==> src/hdl/frt_pkg.sv <==
// ----------------------------------------------------------------------------
// frt_pkg: shared types and constants of the fragment reassembly tracker
// Slot geometry, field widths, command and status codes, and the summary
// that the slot scanner hands to the sequencer.
// ----------------------------------------------------------------------------
package frt_pkg;

    // table geometry
    localparam int SLOTS  = 16;
    localparam int SLOT_W = $clog2(SLOTS);
    localparam int VCNT_W = $clog2(SLOTS + 1);

    // field widths
    localparam int ID_W   = 32;
    localparam int IDX_W  = 5;
    localparam int FCNT_W = 6;
    localparam int MAP_W  = 1 << IDX_W;
    localparam int ST_W   = 3;

    // command codes
    localparam logic CMD_ADD = 1'b0;
    localparam logic CMD_POP = 1'b1;

    // status codes
    localparam logic [ST_W-1:0] ST_PENDING   = 3'd0;
    localparam logic [ST_W-1:0] ST_ALREADY   = 3'd1;
    localparam logic [ST_W-1:0] ST_BADINDEX  = 3'd2;
    localparam logic [ST_W-1:0] ST_COMPLETED = 3'd3;
    localparam logic [ST_W-1:0] ST_POPPED    = 3'd4;
    localparam logic [ST_W-1:0] ST_EMPTY     = 3'd5;

    // summary of one pass over a table
    typedef struct packed {
        logic              match_found;
        logic [SLOT_W-1:0] match_slot;
        logic              free_found;
        logic [SLOT_W-1:0] free_slot;
        logic              min_found;
        logic [SLOT_W-1:0] min_slot;
        logic [ID_W-1:0]   min_id;
        logic [VCNT_W-1:0] valid_cnt;
    } scan_t;

endpackage

==> src/hdl/frt_slot_scan.sv <==
// ----------------------------------------------------------------------------
// frt_slot_scan: one-slot-per-cycle table scanner
// Walks a table one slot per step cycle with a single equality and a single
// less-than compare, and keeps the first matching slot, the first free slot,
// the slot of the smallest valid id and the number of valid slots.
// ----------------------------------------------------------------------------
module frt_slot_scan (
    input  logic                      clk,
    input  logic                      rst_n,
    input  logic                      clear,
    input  logic                      step,
    input  logic [frt_pkg::SLOT_W-1:0] slot,
    input  logic                      entry_valid,
    input  logic [frt_pkg::ID_W-1:0]  entry_id,
    input  logic [frt_pkg::ID_W-1:0]  key,
    output logic                      hit,
    output frt_pkg::scan_t            summary
);
    import frt_pkg::*;

    scan_t acc_reg;
    scan_t acc_next;
    logic  id_eq;
    logic  id_lt;

    // the shared compare unit
    assign id_eq = (entry_id == key);
    assign id_lt = (entry_id < acc_reg.min_id);

    // first matching slot of this pass
    assign hit = step && entry_valid && id_eq && !acc_reg.match_found;

    // fold the current slot into the running summary
    always_comb
    begin
        acc_next = acc_reg;
        if (clear)
        begin
            acc_next.match_found = 1'b0;
            acc_next.free_found  = 1'b0;
            acc_next.min_found   = 1'b0;
            acc_next.valid_cnt   = '0;
        end
        else if (step)
        begin
            if (hit)
            begin
                acc_next.match_found = 1'b1;
                acc_next.match_slot  = slot;
            end
            if (!entry_valid && !acc_reg.free_found)
            begin
                acc_next.free_found = 1'b1;
                acc_next.free_slot  = slot;
            end
            if (entry_valid && (!acc_reg.min_found || id_lt))
            begin
                acc_next.min_found = 1'b1;
                acc_next.min_slot  = slot;
                acc_next.min_id    = entry_id;
            end
            if (entry_valid)
            begin
                acc_next.valid_cnt = acc_reg.valid_cnt + VCNT_W'(1);
            end
        end
    end

    always_ff @(posedge clk or negedge rst_n)
    begin
        if (!rst_n)
        begin
            acc_reg.match_found <= 1'b0;
            acc_reg.match_slot  <= '0;
            acc_reg.free_found  <= 1'b0;
            acc_reg.free_slot   <= '0;
            acc_reg.min_found   <= 1'b0;
            acc_reg.min_slot    <= '0;
            acc_reg.min_id      <= '0;
            acc_reg.valid_cnt   <= '0;
        end
        else
        begin
            acc_reg <= acc_next;
        end
    end

    assign summary = acc_reg;

    // a matching slot is a valid slot, so a minimum exists
    a_match_has_min: assert property (@(posedge clk) disable iff (!rst_n)
        acc_reg.match_found |-> acc_reg.min_found)
        else $error("scan found a match without a valid minimum");

    // never count more valid slots than the table has
    a_cnt_bound: assert property (@(posedge clk) disable iff (!rst_n)
        acc_reg.valid_cnt <= VCNT_W'(SLOTS))
        else $error("scan valid count exceeds table size");

    // a new pass starts from an empty summary
    a_clear: assert property (@(posedge clk) disable iff (!rst_n)
        clear |=> (acc_reg.valid_cnt == '0 && !acc_reg.min_found
                   && !acc_reg.match_found && !acc_reg.free_found))
        else $error("scan summary not cleared");

endmodule

==> src/hdl/fragment_reassembly_tracker.sv <==
// ----------------------------------------------------------------------------
// fragment_reassembly_tracker: fragment arrival and completion tracker
// Keeps a 16-slot pending table with per-frame arrival bitmaps and a 16-slot
// completed queue ordered by frame id; answers add and pop commands.
// ----------------------------------------------------------------------------
// Each accepted command word goes through a scan state, in which a pair of
// slot scanners walk the pending table and the completed queue one slot per
// cycle (matching id, first free slot, smallest id, valid count), and then a
// finish state that applies the update and loads the result register; the
// result word is valid once that finish step commits.
// cmd_stall is high for the whole scan and finish; a new word is taken once
// the previous one has committed, and the result register holds its word
// until the consumer takes it, so a stalled consumer holds the finish step
// only. All tables reset to empty at once, with no clearing pass.
module fragment_reassembly_tracker #(
    parameter int PENDING_LIMIT   = 15,
    parameter int COMPLETED_LIMIT = 15,
    parameter int MAX_FRAGMENTS   = 32
) (
    input  logic                       clk,
    input  logic                       rst_n,
    // command channel
    input  logic                       cmd_valid,
    output logic                       cmd_stall,
    input  logic                       command,
    input  logic [frt_pkg::ID_W-1:0]   frame_id,
    input  logic [frt_pkg::IDX_W-1:0]  fragment_index,
    input  logic [frt_pkg::FCNT_W-1:0] fragment_count,
    // response channel
    output logic                       rsp_valid,
    input  logic                       rsp_stall,
    output logic [frt_pkg::ST_W-1:0]   status,
    output logic [frt_pkg::ID_W-1:0]   result_frame_id,
    output logic                       gap_detected,
    output logic                       pending_dropped,
    output logic [frt_pkg::ID_W-1:0]   pending_dropped_id,
    output logic                       completed_dropped,
    output logic [frt_pkg::ID_W-1:0]   completed_dropped_id
);
    import frt_pkg::*;

    localparam logic [FCNT_W:0] MAX_FRAG = (FCNT_W + 1)'(MAX_FRAGMENTS);
    localparam logic [6:0]      PEND_LIM = 7'(PENDING_LIMIT);
    localparam logic [6:0]      COMP_LIM = 7'(COMPLETED_LIMIT);

    typedef enum logic [1:0] {
        S_IDLE,
        S_SCAN,
        S_FINISH
    } state_t;

    state_t state_reg;
    state_t state_next;

    // tables
    logic [SLOTS-1:0]  pending_valid_reg;
    logic [SLOTS-1:0]  pending_valid_next;
    logic [ID_W-1:0]   pending_id_reg    [SLOTS];
    logic [FCNT_W-1:0] pending_count_reg [SLOTS];
    logic [MAP_W-1:0]  pending_map_reg   [SLOTS];
    logic [SLOTS-1:0]  completed_valid_reg;
    logic [SLOTS-1:0]  completed_valid_next;
    logic [ID_W-1:0]   completed_id_reg  [SLOTS];
    logic [ID_W-1:0]   last_completed_reg;
    logic [ID_W-1:0]   last_completed_next;

    // captured command word
    logic              cmd_reg;
    logic [ID_W-1:0]   fid_reg;
    logic [IDX_W-1:0]  idx_reg;
    logic [FCNT_W-1:0] cnt_reg;

    // sequencer
    logic [SLOT_W-1:0] scan_idx_reg;
    logic [FCNT_W-1:0] match_count_reg;
    logic [MAP_W-1:0]  match_map_reg;

    // result register
    logic              rsp_valid_reg;
    logic [ST_W-1:0]   status_reg;
    logic [ST_W-1:0]   status_next;
    logic [ID_W-1:0]   rid_reg;
    logic [ID_W-1:0]   rid_next;
    logic              gap_reg;
    logic              gap_next;
    logic              pdrop_reg;
    logic              pdrop_next;
    logic [ID_W-1:0]   pdid_reg;
    logic [ID_W-1:0]   pdid_next;
    logic              cdrop_reg;
    logic              cdrop_next;
    logic [ID_W-1:0]   cdid_reg;
    logic [ID_W-1:0]   cdid_next;

    // scanners
    logic              cmd_take;
    logic              scan_step;
    logic              p_hit;
    logic              c_hit;
    scan_t             p_sum;
    scan_t             c_sum;

    // table writes from the finish step
    logic              commit;
    logic              p_wr_en;
    logic              p_wr_new;
    logic [SLOT_W-1:0] p_wr_slot;
    logic [MAP_W-1:0]  p_wr_map;
    logic              c_wr_en;
    logic [SLOT_W-1:0] c_wr_slot;

    assign cmd_stall = (state_reg != S_IDLE);
    assign cmd_take  = cmd_valid && !cmd_stall;
    assign scan_step = (state_reg == S_SCAN);
    assign commit    = (state_reg == S_FINISH) && (!rsp_valid_reg || !rsp_stall);

    frt_slot_scan u_pend_scan (
        .clk         (clk),
        .rst_n       (rst_n),
        .clear       (cmd_take),
        .step        (scan_step),
        .slot        (scan_idx_reg),
        .entry_valid (pending_valid_reg[scan_idx_reg]),
        .entry_id    (pending_id_reg[scan_idx_reg]),
        .key         (fid_reg),
        .hit         (p_hit),
        .summary     (p_sum)
    );

    frt_slot_scan u_comp_scan (
        .clk         (clk),
        .rst_n       (rst_n),
        .clear       (cmd_take),
        .step        (scan_step),
        .slot        (scan_idx_reg),
        .entry_valid (completed_valid_reg[scan_idx_reg]),
        .entry_id    (completed_id_reg[scan_idx_reg]),
        .key         (fid_reg),
        .hit         (c_hit),
        .summary     (c_sum)
    );

    // advance the sequencer
    always_comb
    begin
        state_next = state_reg;
        unique case (state_reg)
            S_IDLE:
            begin
                if (cmd_take)
                begin
                    state_next = S_SCAN;
                end
            end
            S_SCAN:
            begin
                if (scan_idx_reg == SLOT_W'(SLOTS - 1))
                begin
                    state_next = S_FINISH;
                end
            end
            S_FINISH:
            begin
                if (commit)
                begin
                    state_next = S_IDLE;
                end
            end
            default:
            begin
                state_next = S_IDLE;
            end
        endcase
    end

    // apply the command once both tables are summarized
    always_comb
    begin
        logic [FCNT_W-1:0] eff_count;
        logic [MAP_W-1:0]  eff_map;
        logic [MAP_W-1:0]  bit_mask;
        logic [MAP_W-1:0]  new_map;
        logic [MAP_W-1:0]  full_mask;
        logic              bad;
        logic              complete;

        pending_valid_next   = pending_valid_reg;
        completed_valid_next = completed_valid_reg;
        last_completed_next  = last_completed_reg;
        status_next          = ST_PENDING;
        rid_next             = '0;
        gap_next             = 1'b0;
        pdrop_next           = 1'b0;
        pdid_next            = '0;
        cdrop_next           = 1'b0;
        cdid_next            = '0;
        p_wr_en              = 1'b0;
        p_wr_new             = !p_sum.match_found;
        c_wr_en              = 1'b0;
        c_wr_slot            = c_sum.free_found ? c_sum.free_slot : c_sum.min_slot;

        // pick the entry this fragment belongs to
        if (p_sum.match_found)
        begin
            eff_count = match_count_reg;
            eff_map   = match_map_reg;
            p_wr_slot = p_sum.match_slot;
            bad       = ({1'b0, idx_reg} >= eff_count);
        end
        else
        begin
            eff_count = cnt_reg;
            eff_map   = '0;
            p_wr_slot = p_sum.free_found ? p_sum.free_slot : p_sum.min_slot;
            bad       = (cnt_reg == '0) || ({1'b0, cnt_reg} > MAX_FRAG)
                        || ({1'b0, idx_reg} >= cnt_reg);
        end

        bit_mask  = MAP_W'(1) << idx_reg;
        new_map   = eff_map | bit_mask;
        full_mask = (eff_count >= FCNT_W'(MAP_W)) ? '1
                    : ((MAP_W'(1) << eff_count[IDX_W-1:0]) - MAP_W'(1));
        complete  = (eff_count <= FCNT_W'(MAP_W)) && ((new_map & full_mask) == full_mask);
        p_wr_map  = new_map;

        if (cmd_reg == CMD_POP)
        begin
            if (!c_sum.min_found)
            begin
                status_next = ST_EMPTY;
            end
            else
            begin
                status_next         = ST_POPPED;
                rid_next            = c_sum.min_id;
                gap_next            = (c_sum.min_id != (last_completed_reg + ID_W'(1)));
                last_completed_next = c_sum.min_id;
                completed_valid_next[c_sum.min_slot] = 1'b0;
            end
        end
        else if (fid_reg <= last_completed_reg)
        begin
            status_next = ST_ALREADY;
        end
        else if (bad)
        begin
            status_next = ST_BADINDEX;
        end
        else if ((eff_map & bit_mask) != '0)
        begin
            status_next = ST_ALREADY;
        end
        else
        begin
            p_wr_en = 1'b1;

            // store a new pending entry, evicting the smallest id over the limit
            if (p_wr_new)
            begin
                pending_valid_next[p_wr_slot] = 1'b1;
                if (!p_sum.free_found)
                begin
                    pdrop_next = 1'b1;
                    pdid_next  = p_sum.min_id;
                end
                else if ((7'(p_sum.valid_cnt) + 7'd1) > PEND_LIM)
                begin
                    pdrop_next = 1'b1;
                    if (!p_sum.min_found || (fid_reg < p_sum.min_id))
                    begin
                        pending_valid_next[p_wr_slot] = 1'b0;
                        pdid_next = fid_reg;
                    end
                    else
                    begin
                        pending_valid_next[p_sum.min_slot] = 1'b0;
                        pdid_next = p_sum.min_id;
                    end
                end
            end

            if (complete)
            begin
                status_next = ST_COMPLETED;
                rid_next    = fid_reg;
                // queue the frame unless it is queued already
                if (!c_sum.match_found)
                begin
                    c_wr_en = 1'b1;
                    completed_valid_next[c_wr_slot] = 1'b1;
                    if (!c_sum.free_found)
                    begin
                        cdrop_next = 1'b1;
                        cdid_next  = c_sum.min_id;
                    end
                    else if ((7'(c_sum.valid_cnt) + 7'd1) > COMP_LIM)
                    begin
                        cdrop_next = 1'b1;
                        if (!c_sum.min_found || (fid_reg < c_sum.min_id))
                        begin
                            completed_valid_next[c_wr_slot] = 1'b0;
                            cdid_next = fid_reg;
                        end
                        else
                        begin
                            completed_valid_next[c_sum.min_slot] = 1'b0;
                            cdid_next = c_sum.min_id;
                        end
                    end
                end
            end
            else
            begin
                status_next = ST_PENDING;
            end
        end
    end

    // hold state, scan index, valid bits, the last popped id and the result valid flag
    always_ff @(posedge clk or negedge rst_n)
    begin
        if (!rst_n)
        begin
            state_reg           <= S_IDLE;
            scan_idx_reg        <= '0;
            pending_valid_reg   <= '0;
            completed_valid_reg <= '0;
            last_completed_reg  <= '0;
            rsp_valid_reg       <= 1'b0;
        end
        else
        begin
            state_reg <= state_next;

            if (cmd_take)
            begin
                scan_idx_reg <= '0;
            end
            else if (scan_step)
            begin
                scan_idx_reg <= scan_idx_reg + SLOT_W'(1);
            end

            if (commit)
            begin
                pending_valid_reg   <= pending_valid_next;
                completed_valid_reg <= completed_valid_next;
                last_completed_reg  <= last_completed_next;
                rsp_valid_reg       <= 1'b1;
            end
            else if (rsp_valid_reg && !rsp_stall)
            begin
                rsp_valid_reg <= 1'b0;
            end
        end
    end

    // capture the command word, the matching entry and the result fields
    always_ff @(posedge clk)
    begin
        if (cmd_take)
        begin
            cmd_reg <= command;
            fid_reg <= frame_id;
            idx_reg <= fragment_index;
            cnt_reg <= fragment_count;
        end
        if (p_hit)
        begin
            match_count_reg <= pending_count_reg[scan_idx_reg];
            match_map_reg   <= pending_map_reg[scan_idx_reg];
        end
        if (commit)
        begin
            status_reg <= status_next;
            rid_reg    <= rid_next;
            gap_reg    <= gap_next;
            pdrop_reg  <= pdrop_next;
            pdid_reg   <= pdid_next;
            cdrop_reg  <= cdrop_next;
            cdid_reg   <= cdid_next;
        end
    end

    // write table entries
    always_ff @(posedge clk)
    begin
        if (commit && p_wr_en)
        begin
            pending_map_reg[p_wr_slot] <= p_wr_map;
            if (p_wr_new)
            begin
                pending_id_reg[p_wr_slot]    <= fid_reg;
                pending_count_reg[p_wr_slot] <= cnt_reg;
            end
        end
        if (commit && c_wr_en)
        begin
            completed_id_reg[c_wr_slot] <= fid_reg;
        end
    end

    assign rsp_valid            = rsp_valid_reg;
    assign status               = status_reg;
    assign result_frame_id      = rid_reg;
    assign gap_detected         = gap_reg;
    assign pending_dropped      = pdrop_reg;
    assign pending_dropped_id   = pdid_reg;
    assign completed_dropped    = cdrop_reg;
    assign completed_dropped_id = cdid_reg;

    // between commands the pending table stays within its limit
    a_pend_limit: assert property (@(posedge clk) disable iff (!rst_n)
        (state_reg == S_IDLE && PENDING_LIMIT < SLOTS)
        |-> ($countones(pending_valid_reg) <= PENDING_LIMIT))
        else $error("pending table above its limit");

    // between commands the completed queue stays within its limit
    a_comp_limit: assert property (@(posedge clk) disable iff (!rst_n)
        (state_reg == S_IDLE && COMPLETED_LIMIT < SLOTS)
        |-> ($countones(completed_valid_reg) <= COMPLETED_LIMIT))
        else $error("completed queue above its limit");

    // a popped id shown on the response is the last completed id
    a_pop_last: assert property (@(posedge clk) disable iff (!rst_n)
        (rsp_valid_reg && status_reg == ST_POPPED)
        |-> (last_completed_reg == rid_reg))
        else $error("popped id and last completed id disagree");

    // a queued id that matches the command's frame id lies above the last popped id
    a_queue_above_last: assert property (@(posedge clk) disable iff (!rst_n)
        c_hit |-> (fid_reg > last_completed_reg))
        else $error("completed queue holds an id at or below the last popped id");

endmodule

==> config.mk <==
export PLATFORM = sky130hd
export DESIGN_NAME = fragment_reassembly_tracker
export DESIGN_NICKNAME = d
export VERILOG_FILES = /design/src/hdl/frt_pkg.sv /design/src/hdl/frt_slot_scan.sv /design/src/hdl/fragment_reassembly_tracker.sv
export SDC_FILE = /design/constraint.sdc
export NUM_CORES = 2
export LEC_CHECK = 0
export BUFFER_PORTS_ARGS = -buffer_cell sky130_fd_sc_hd__buf_2
export CORE_MARGIN = 2
export CORE_UTILIZATION = 55
export CTS_CLUSTER_DIAMETER = 50
export CTS_CLUSTER_SIZE = 28
export DETAILED_ROUTE_END_ITERATION = 16
export PLACE_DENSITY = 0.76
export SYNTH_ARGS = -nofsm -noshare
export SYNTH_HDL_FRONTEND = slang
export SYNTH_SLANG_ARGS = --single-unit
==> constraint.sdc <==
create_clock -name clk -period 10.55 [get_ports clk]
set_clock_uncertainty 0.1 [all_clocks]
set_input_delay 0.5275 -clock clk [delete_from_list [all_inputs] [get_ports clk]]
set_output_delay 0.5275 -clock clk [all_outputs]
set_load 0.02 [all_outputs]
Word-level counts from Yosys, hierarchy flattened

Memories as Yosys holds them, arrays and structs flattened. A register that Yosys moved wholly into a read port is not among the register bits.
Index checks and enable logic that the tools add are counted.

Word-level logic and storage cells: 274
RAM bits: 1,632
Memories kept: 4
Output and inout bits: 104
Flip-flop bits (word level): 321
Input bits: 48

Memory list:

| name              | words | bits a word | rd ports | clocked after Yosys merged registers in | wr ports | RTL line                          | RTL |
|---|---|---|---|---|---|---|---|
| completed_id_reg  | 16    | 32          | 1        | 0                                       | 1        | fragment_reassembly_tracker.sv:63 | `logic [ID_W-1:0] completed_id_reg [SLOTS];` |
| pending_id_reg    | 16    | 32          | 1        | 0                                       | 1        | fragment_reassembly_tracker.sv:58 | `logic [ID_W-1:0] pending_id_reg [SLOTS];` |
| pending_map_reg   | 16    | 32          | 1        | 1                                       | 1        | fragment_reassembly_tracker.sv:60 | `logic [MAP_W-1:0] pending_map_reg [SLOTS];` |
| pending_count_reg | 16    | 6           | 1        | 1                                       | 1        | fragment_reassembly_tracker.sv:59 | `logic [FCNT_W-1:0] pending_count_reg [SLOTS];` |

Eq/ne operators: 15
Reduce and logical (&&, ||, !) cells: 74
$add $sub $neg: 7
Shifts and indexed selects: 2
Bitwise gates (word level): 21
Magnitude comparators: 21
Multiplexer cells: 97

Operators with widths:

| cell                                                | number |
|---|---|
| two-way mux 32 bit                                  | 14 |
| two-way mux 16 bit                                  | 13 |
| < comparator 32 bit                                 | 4 |
| two-way mux 52 bit                                  | 2 |
| == test 32 bit                                      | 3 |
| AND 16 bit                                          | 5 |
| two-way mux 37 bit                                  | 2 |
| AND 32 bit                                          | 2 |
| NOT 16 bit                                          | 4 |
| << shifter 1 x 5 -> 32 bit (first input constant)   | 2 |
| two-way mux 5 bit                                   | 8 |
| two-way mux 1 bit                                   | 37 |
| adder 32 x 1 -> 32 bit (second input constant)      | 1 |
| <= comparator 32 bit                                | 1 |
| != test 32 bit                                      | 1 |
| bitwise OR 16 bit                                   | 2 |
| bitwise OR 32 bit                                   | 1 |
| nonzero test 32 bit                                 | 1 |
| subtractor 32 x 1 -> 32 bit (second input constant) | 1 |
| < comparator 4 x 5 -> 1 bit (second input constant) | 5 |
| AND reduction 3 bit                                 | 8 |
| nonzero test 2 bit                                  | 12 |
| logical AND 1 bit                                   | 20 |
| two-way mux 4 bit                                   | 5 |
| 30 further kinds                                    | 83 |

Longest topological paths before layout

Depth in word-level cells: 16
Depth in mapped cells: 22
Depth with buffers taken out: 16

Cells and area by module

From an unflattened synthesis, not the netlist that was laid out.

Cells, all modules: 4,687
Area, all modules: 84,716.2 um^2

By module, submodules not included:

| module                      | seq. area each (um^2) | cells each | instances | area each (um^2) |
|---|---|---|---|---|
| fragment_reassembly_tracker | 56,309.0              | 4,113      | 1         | 78,422.7 |
| frt_slot_scan               | 1,301.2               | 287        | 2         | 3,146.8 |

Least setup slack after synthesis

Ideal clock, no wire load.

Kind: flip-flop to flip-flop
From: register state_reg[0]
To: memory pending_count_reg[10][0], enable pin
Setup slack: -38 ps
Required time: 9,967 ps
Buffers on the path: 1
Cell stages (with the launch flop): 7
Clock period less this slack: 10,588 ps
Arrival: 10,005 ps
Setup time: 483 ps
Path through: dfrtp_1 -> nand2b_1 -> a21oi_1 -> nand4_1 -> or2_2 -> clkbuf_1 -> nor3_1

Word-level cells in the longest chain between the ends: 5

RTL lines:

| what                                    | RTL line                           | RTL |
|---|---|---|
| start, declared                         | fragment_reassembly_tracker.sv:52  | `state_t state_reg;` |
| start signal, assigned                  | fragment_reassembly_tracker.sv:333 | `state_reg <= state_next;` |
| == test 2 bit                           | fragment_reassembly_tracker.sv:115 | `assign commit = (state_reg == S_FINISH) && (!rsp_valid_reg \|\| !rsp_stall);` |
| logical AND 1 bit                       | fragment_reassembly_tracker.sv:115 |  |
| net commit                              | fragment_reassembly_tracker.sv:104 | `logic commit;` |
| logical AND 1 bit                       | fragment_reassembly_tracker.sv:388 | `if (commit && p_wr_en)` |
| two-way mux 1 bit                       | fragment_reassembly_tracker.sv:388 |  |
| two-way mux 1 bit (not written as such) | fragment_reassembly_tracker.sv:394 | `pending_count_reg[p_wr_slot] <= cnt_reg;` |
| end, declared                           | fragment_reassembly_tracker.sv:59  |  |

The timed path passes the listed nets, and every way through them passes these cells.

Worst setup path after layout

From: register u_pend_scan.acc_reg (netlist bit u_pend_scan.summary[51])
To: memory completed_id_reg[3][11], enable pin

Word-level cells in the longest chain between the ends: 15
Elaborated cells between the ends (all ways): 22
Classes of those cells: 1 x add/sub; 2 x order compare; 1 x eq/ne; 1 x shift; 11 x mux; 3 x bitwise; 3 x reduce/logical

RTL lines:

| what                                      | RTL line                           | RTL |
|---|---|---|
| start, declared                           | frt_slot_scan.sv:21                | `scan_t acc_reg;` |
| start signal, assigned                    | frt_slot_scan.sv:84                | `acc_reg <= acc_next;` |
| two-way mux 6 bit                         | fragment_reassembly_tracker.sv:203 | `if (p_sum.match_found)` |
| << shifter 1 x 5 -> 32 bit                | fragment_reassembly_tracker.sv:222 | `: ((MAP_W'(1) << eff_count[IDX_W-1:0]) - MAP_W'(1));` |
| subtractor 32 x 1 -> 32 bit               | fragment_reassembly_tracker.sv:222 |  |
| two-way mux 32 bit                        | fragment_reassembly_tracker.sv:221 | `full_mask = (eff_count >= FCNT_W'(MAP_W)) ? '1` |
| AND 32 bit                                | fragment_reassembly_tracker.sv:223 | `complete = (eff_count <= FCNT_W'(MAP_W)) && ((new_map & full_mask) == full_mask);` |
| == test 32 bit                            | fragment_reassembly_tracker.sv:223 |  |
| logical AND 1 bit                         | fragment_reassembly_tracker.sv:223 |  |
| two-way mux 1 bit                         | fragment_reassembly_tracker.sv:282 | `if (complete)` |
| two-way mux 1 bit                         | fragment_reassembly_tracker.sv:249 | `else if ((eff_map & bit_mask) != '0)` |
| two-way mux 1 bit *                       | fragment_reassembly_tracker.sv:245 | `else if (bad)` |
| two-way mux 1 bit *                       | fragment_reassembly_tracker.sv:241 | `else if (fid_reg <= last_completed_reg)` |
| two-way mux 1 bit *                       | fragment_reassembly_tracker.sv:226 | `if (cmd_reg == CMD_POP)` |
| logical AND 1 bit *                       | fragment_reassembly_tracker.sv:397 | `if (commit && c_wr_en)` |
| two-way mux 1 bit *                       | fragment_reassembly_tracker.sv:397 |  |
| two-way mux 1 bit (not written as such) * | fragment_reassembly_tracker.sv:399 | `completed_id_reg[c_wr_slot] <= fid_reg;` |
| end, declared                             | fragment_reassembly_tracker.sv:63  |  |

Mark *: on every way between the ends. The rest lies on a longest branch, timed or not.

==> impl_metrics.env <==
export IMPL_drt_total_wl_um=222000
export IMPL_overflow=0
export IMPL_syn_avg_cell_area_um2=17.8
export IMPL_ys_dominant_reg_cell="edfxtp_1"
export IMPL_cp_common_cell="buf_4"
export IMPL_crit_chain="buf_4, nand2_1, o32a_4, or2_2, ha_1, o21ai_0, a2111oi_2, o311ai_1, nor4_1, and4bb_4, nand2_2, nor3_2, buf_4"
export IMPL_slowest_delay_ps=910
export IMPL_yosysTopAreaCell="edfxtp_1"
export IMPL_synth_area_top_cells="edfxtp_1 64%, mux4_2 13%, dfrtp_1 5.1%, ha_1 2.5%, nand2_1 1.1%"
export IMPL_regArea_um2=58800
export IMPL_critical_path_max_fanout=77
export IMPL_critPathLaunchType="register"
export IMPL_p_leak_uw=0.0310
export IMPL_finalCriticalPeriod_ps=6520
export IMPL_fin_crit_sh_pct=61.8
export IMPL_area_growth_pct=11.7
export IMPL_finalSetupTns_ps=0
export IMPL_place_gp_congestion=0.962
export IMPL_post_route_drc_count=0
export IMPL_setup_viol=0
export IMPL_grt_pass1_wl_um=324000
export IMPL_cts_root_buffer="clkbuf_16"
export IMPL_drtIter0Drc=6956
export IMPL_dp_cells=6856
export IMPL_clkTransAtPathRegs_ps=80
export IMPL_fmaxAchievable_mhz=153
export IMPL_worst_pin_slew_ps=1170
export IMPL_cts_sinks=1987
export IMPL_hold_path_class="in2reg"
export IMPL_dp_final_hpwl_um=136000
export IMPL_antenna_found_initial=14
export IMPL_synth_edf_count=1816
export IMPL_insertion_delay_ps=840
export IMPL_grtUsageTotal_pct=28.5
export IMPL_fp_row_count=143
export IMPL_ys_ff_latch=1987
export IMPL_start_util_pct=55.5
export IMPL_power_density_nw_per_um2=230
export IMPL_ios=152
export IMPL_synth_area_um2=84600
export IMPL_drive_above_1_share_pct=23.9
export IMPL_switching_power_uw=7000
export IMPL_vias=47800
export IMPL_wire_per_inst_um=30.9
export IMPL_rsz0062_at_grt="false"
export IMPL_crit_type="reg2reg"
export IMPL_post_cts_repair_setup_buffers=0
export IMPL_cap_violations=0
export IMPL_hold_viol=0
export IMPL_synthArstFlopShare_pct=8.61
export IMPL_ctsHtreeMaxLevel=4
export IMPL_grt_pass1_vias=46800
export IMPL_layout_cells_non_filler=7186
export IMPL_drv_slew=0
export IMPL_io_buffer_count=151
export IMPL_crit_buf_inv=2
export IMPL_ys_seq_area_share_pct=69.6
export IMPL_die_w_um=396
export IMPL_clock_path_buffers=3
export IMPL_cts_tree="done"
export IMPL_pwr_share_seq_pct=41.9
export IMPL_fp_coreArea_um2=152000
export IMPL_firstDrtPassIters=6
export IMPL_sw_frac_of_total_pct=32.2
export IMPL_yosysWarnings=0
export IMPL_combPwrFrac_pct=29.5
export IMPL_die_h_um=396
export IMPL_ys_types=93
export IMPL_critPathSlowestCell="nor3_2"
export IMPL_placed_area_um2=88500
export IMPL_required_ps=10940
export IMPL_nNetsFinal=5243
export IMPL_slew_headroom_pct=21.8
export IMPL_nFillCells=10400
export IMPL_grt_max_degree=158
export IMPL_vias_per_cell=6.65
export IMPL_dieArea_um2=157000
export IMPL_synthTopCellsByCount="1816 x edfxtp_1, 486 x mux4_2, 249 x nand2_1"
export IMPL_peakVddDrop_uv=281
export IMPL_synth_fp_nets=4958
export IMPL_multi_input_area_um2=24500
export IMPL_setup_worst_path_end_class="register"
export IMPL_synthCells=4739
export IMPL_pwr_share_clk_pct=28.7
export IMPL_cp_top_family="simple AND/OR/NAND/NOR gates"
export IMPL_outcome="complete, no violations"
export IMPL_synth_top_area_share_pct=64.5
export IMPL_synth_most_common_cell="edfxtp_1"
export IMPL_p_int_uw=14800
export IMPL_cts_buffers=150
export IMPL_arrival_ps=6910
export IMPL_postRouteAntennaNets=0
export IMPL_fin_area_um2=94500
tightest hold or removal path, cell delays in order:
cell	delay, ps
buf_2	80
nand2_1	40
buf_4	210
o21ai_0	100
cells by family after synthesis:
logic type,share of synthesized area (%)
flops,69.6
simple gates,4.59
compound gates,5.31
mux,14.8
buf+inv,1.98
fa+ha+maj,2.53
xor+xnor,1.23
metal layers:
metal	vias up	GRT usage, %	wire length [µm]
met5	-	0	13
met4	2	8.87	6970
met3	386	6.27	27500
met2	3074	42.6	101000
met1	24500	42.4	86700
li1	19800	-	-
power groups by stage:
stage / sequential, µW / clock [µW] / combinational (µW)
floorplan: 9190 / 0 / 4610
detailed placement: 9280 / 0 / 6300
global placement: 9270 / 0 / 6220
CTS: 9100 / 6320 / 6380
finish: 9110 / 6230 / 6420
global route: 9130 / 6600 / 6860
metrics by stage:
step / utilization (%) / hold slack, ps / worst slack [ps] / power (µW)
4_1_cts: 62.1 / 21.8 / 4070 / 21800
6_report: 62.1 / 87.4 / 4030 / 21800
5_1_grt: 62.1 / 66.7 / 3590 / 22600
3_5_place_dp: 58.1 / 375 / 4090 / 15600
3_3_place_gp: 58.1 / 370 / 4200 / 15500
2_1_floorplan: - / 132 / 2480 / 13800
repair_timing:
item / in CTS / in global routing
endpoints found under the hold margin: 97 / 0
gates resized for setup: 0 / 0
hold buffers: 46 / 0
cell type report:
cell class | instances | share of cell area (%)
inverter | 133 | 0.530
clock inverter | 120 | 1.80
timing repair buffer | 376 | 2.77
clock buffer | 162 | 4.05
sequential | 1987 | 62.3
multi-input combinational | 2376 | 25.9
antenna | 2 | 0.00530
tap | 2030 | 2.69
placed cells by master, fill, tap and decap left out, types with 61 or more instances in the layout:
cell / count
a21oi_1: 139
a22o_1: 83
buf_2: 150
buf_4: 175
clkbuf_16: 151
dfrtp_1: 166
edfxtp_1: 1816
ha_1: 171
inv_1: 131
mux2i_1: 69
mux4_2: 486
nand2_1: 248
nand4_1: 61
nor2_1: 118
nor3_1: 81
o21ai_0: 161
xnor2_1: 66
path summary, 6_finish.rpt:
| check | start | to | slack, ps | depth (start not counted) |
|---|---|---|---|---|
| max | u_pend_scan.summary[51] | completed_id_reg[3][11] | 4030 | 13 |
| min | cmd_valid | state_reg[0] | 90 | 4 |
| max reg2reg | u_pend_scan.summary[51] | completed_id_reg[3][11] | 4030 | 13 |
| min reg2reg | u_pend_scan.summary[50] | u_pend_scan.summary[50] | 390 | 1 |
| max in group asynchronous | rst_n | last_completed_reg[5] | 8930 | 3 |
| min in group asynchronous | rst_n | completed_valid_reg[7] | 140 | 2 |
(Power assumes the default switching activity.)
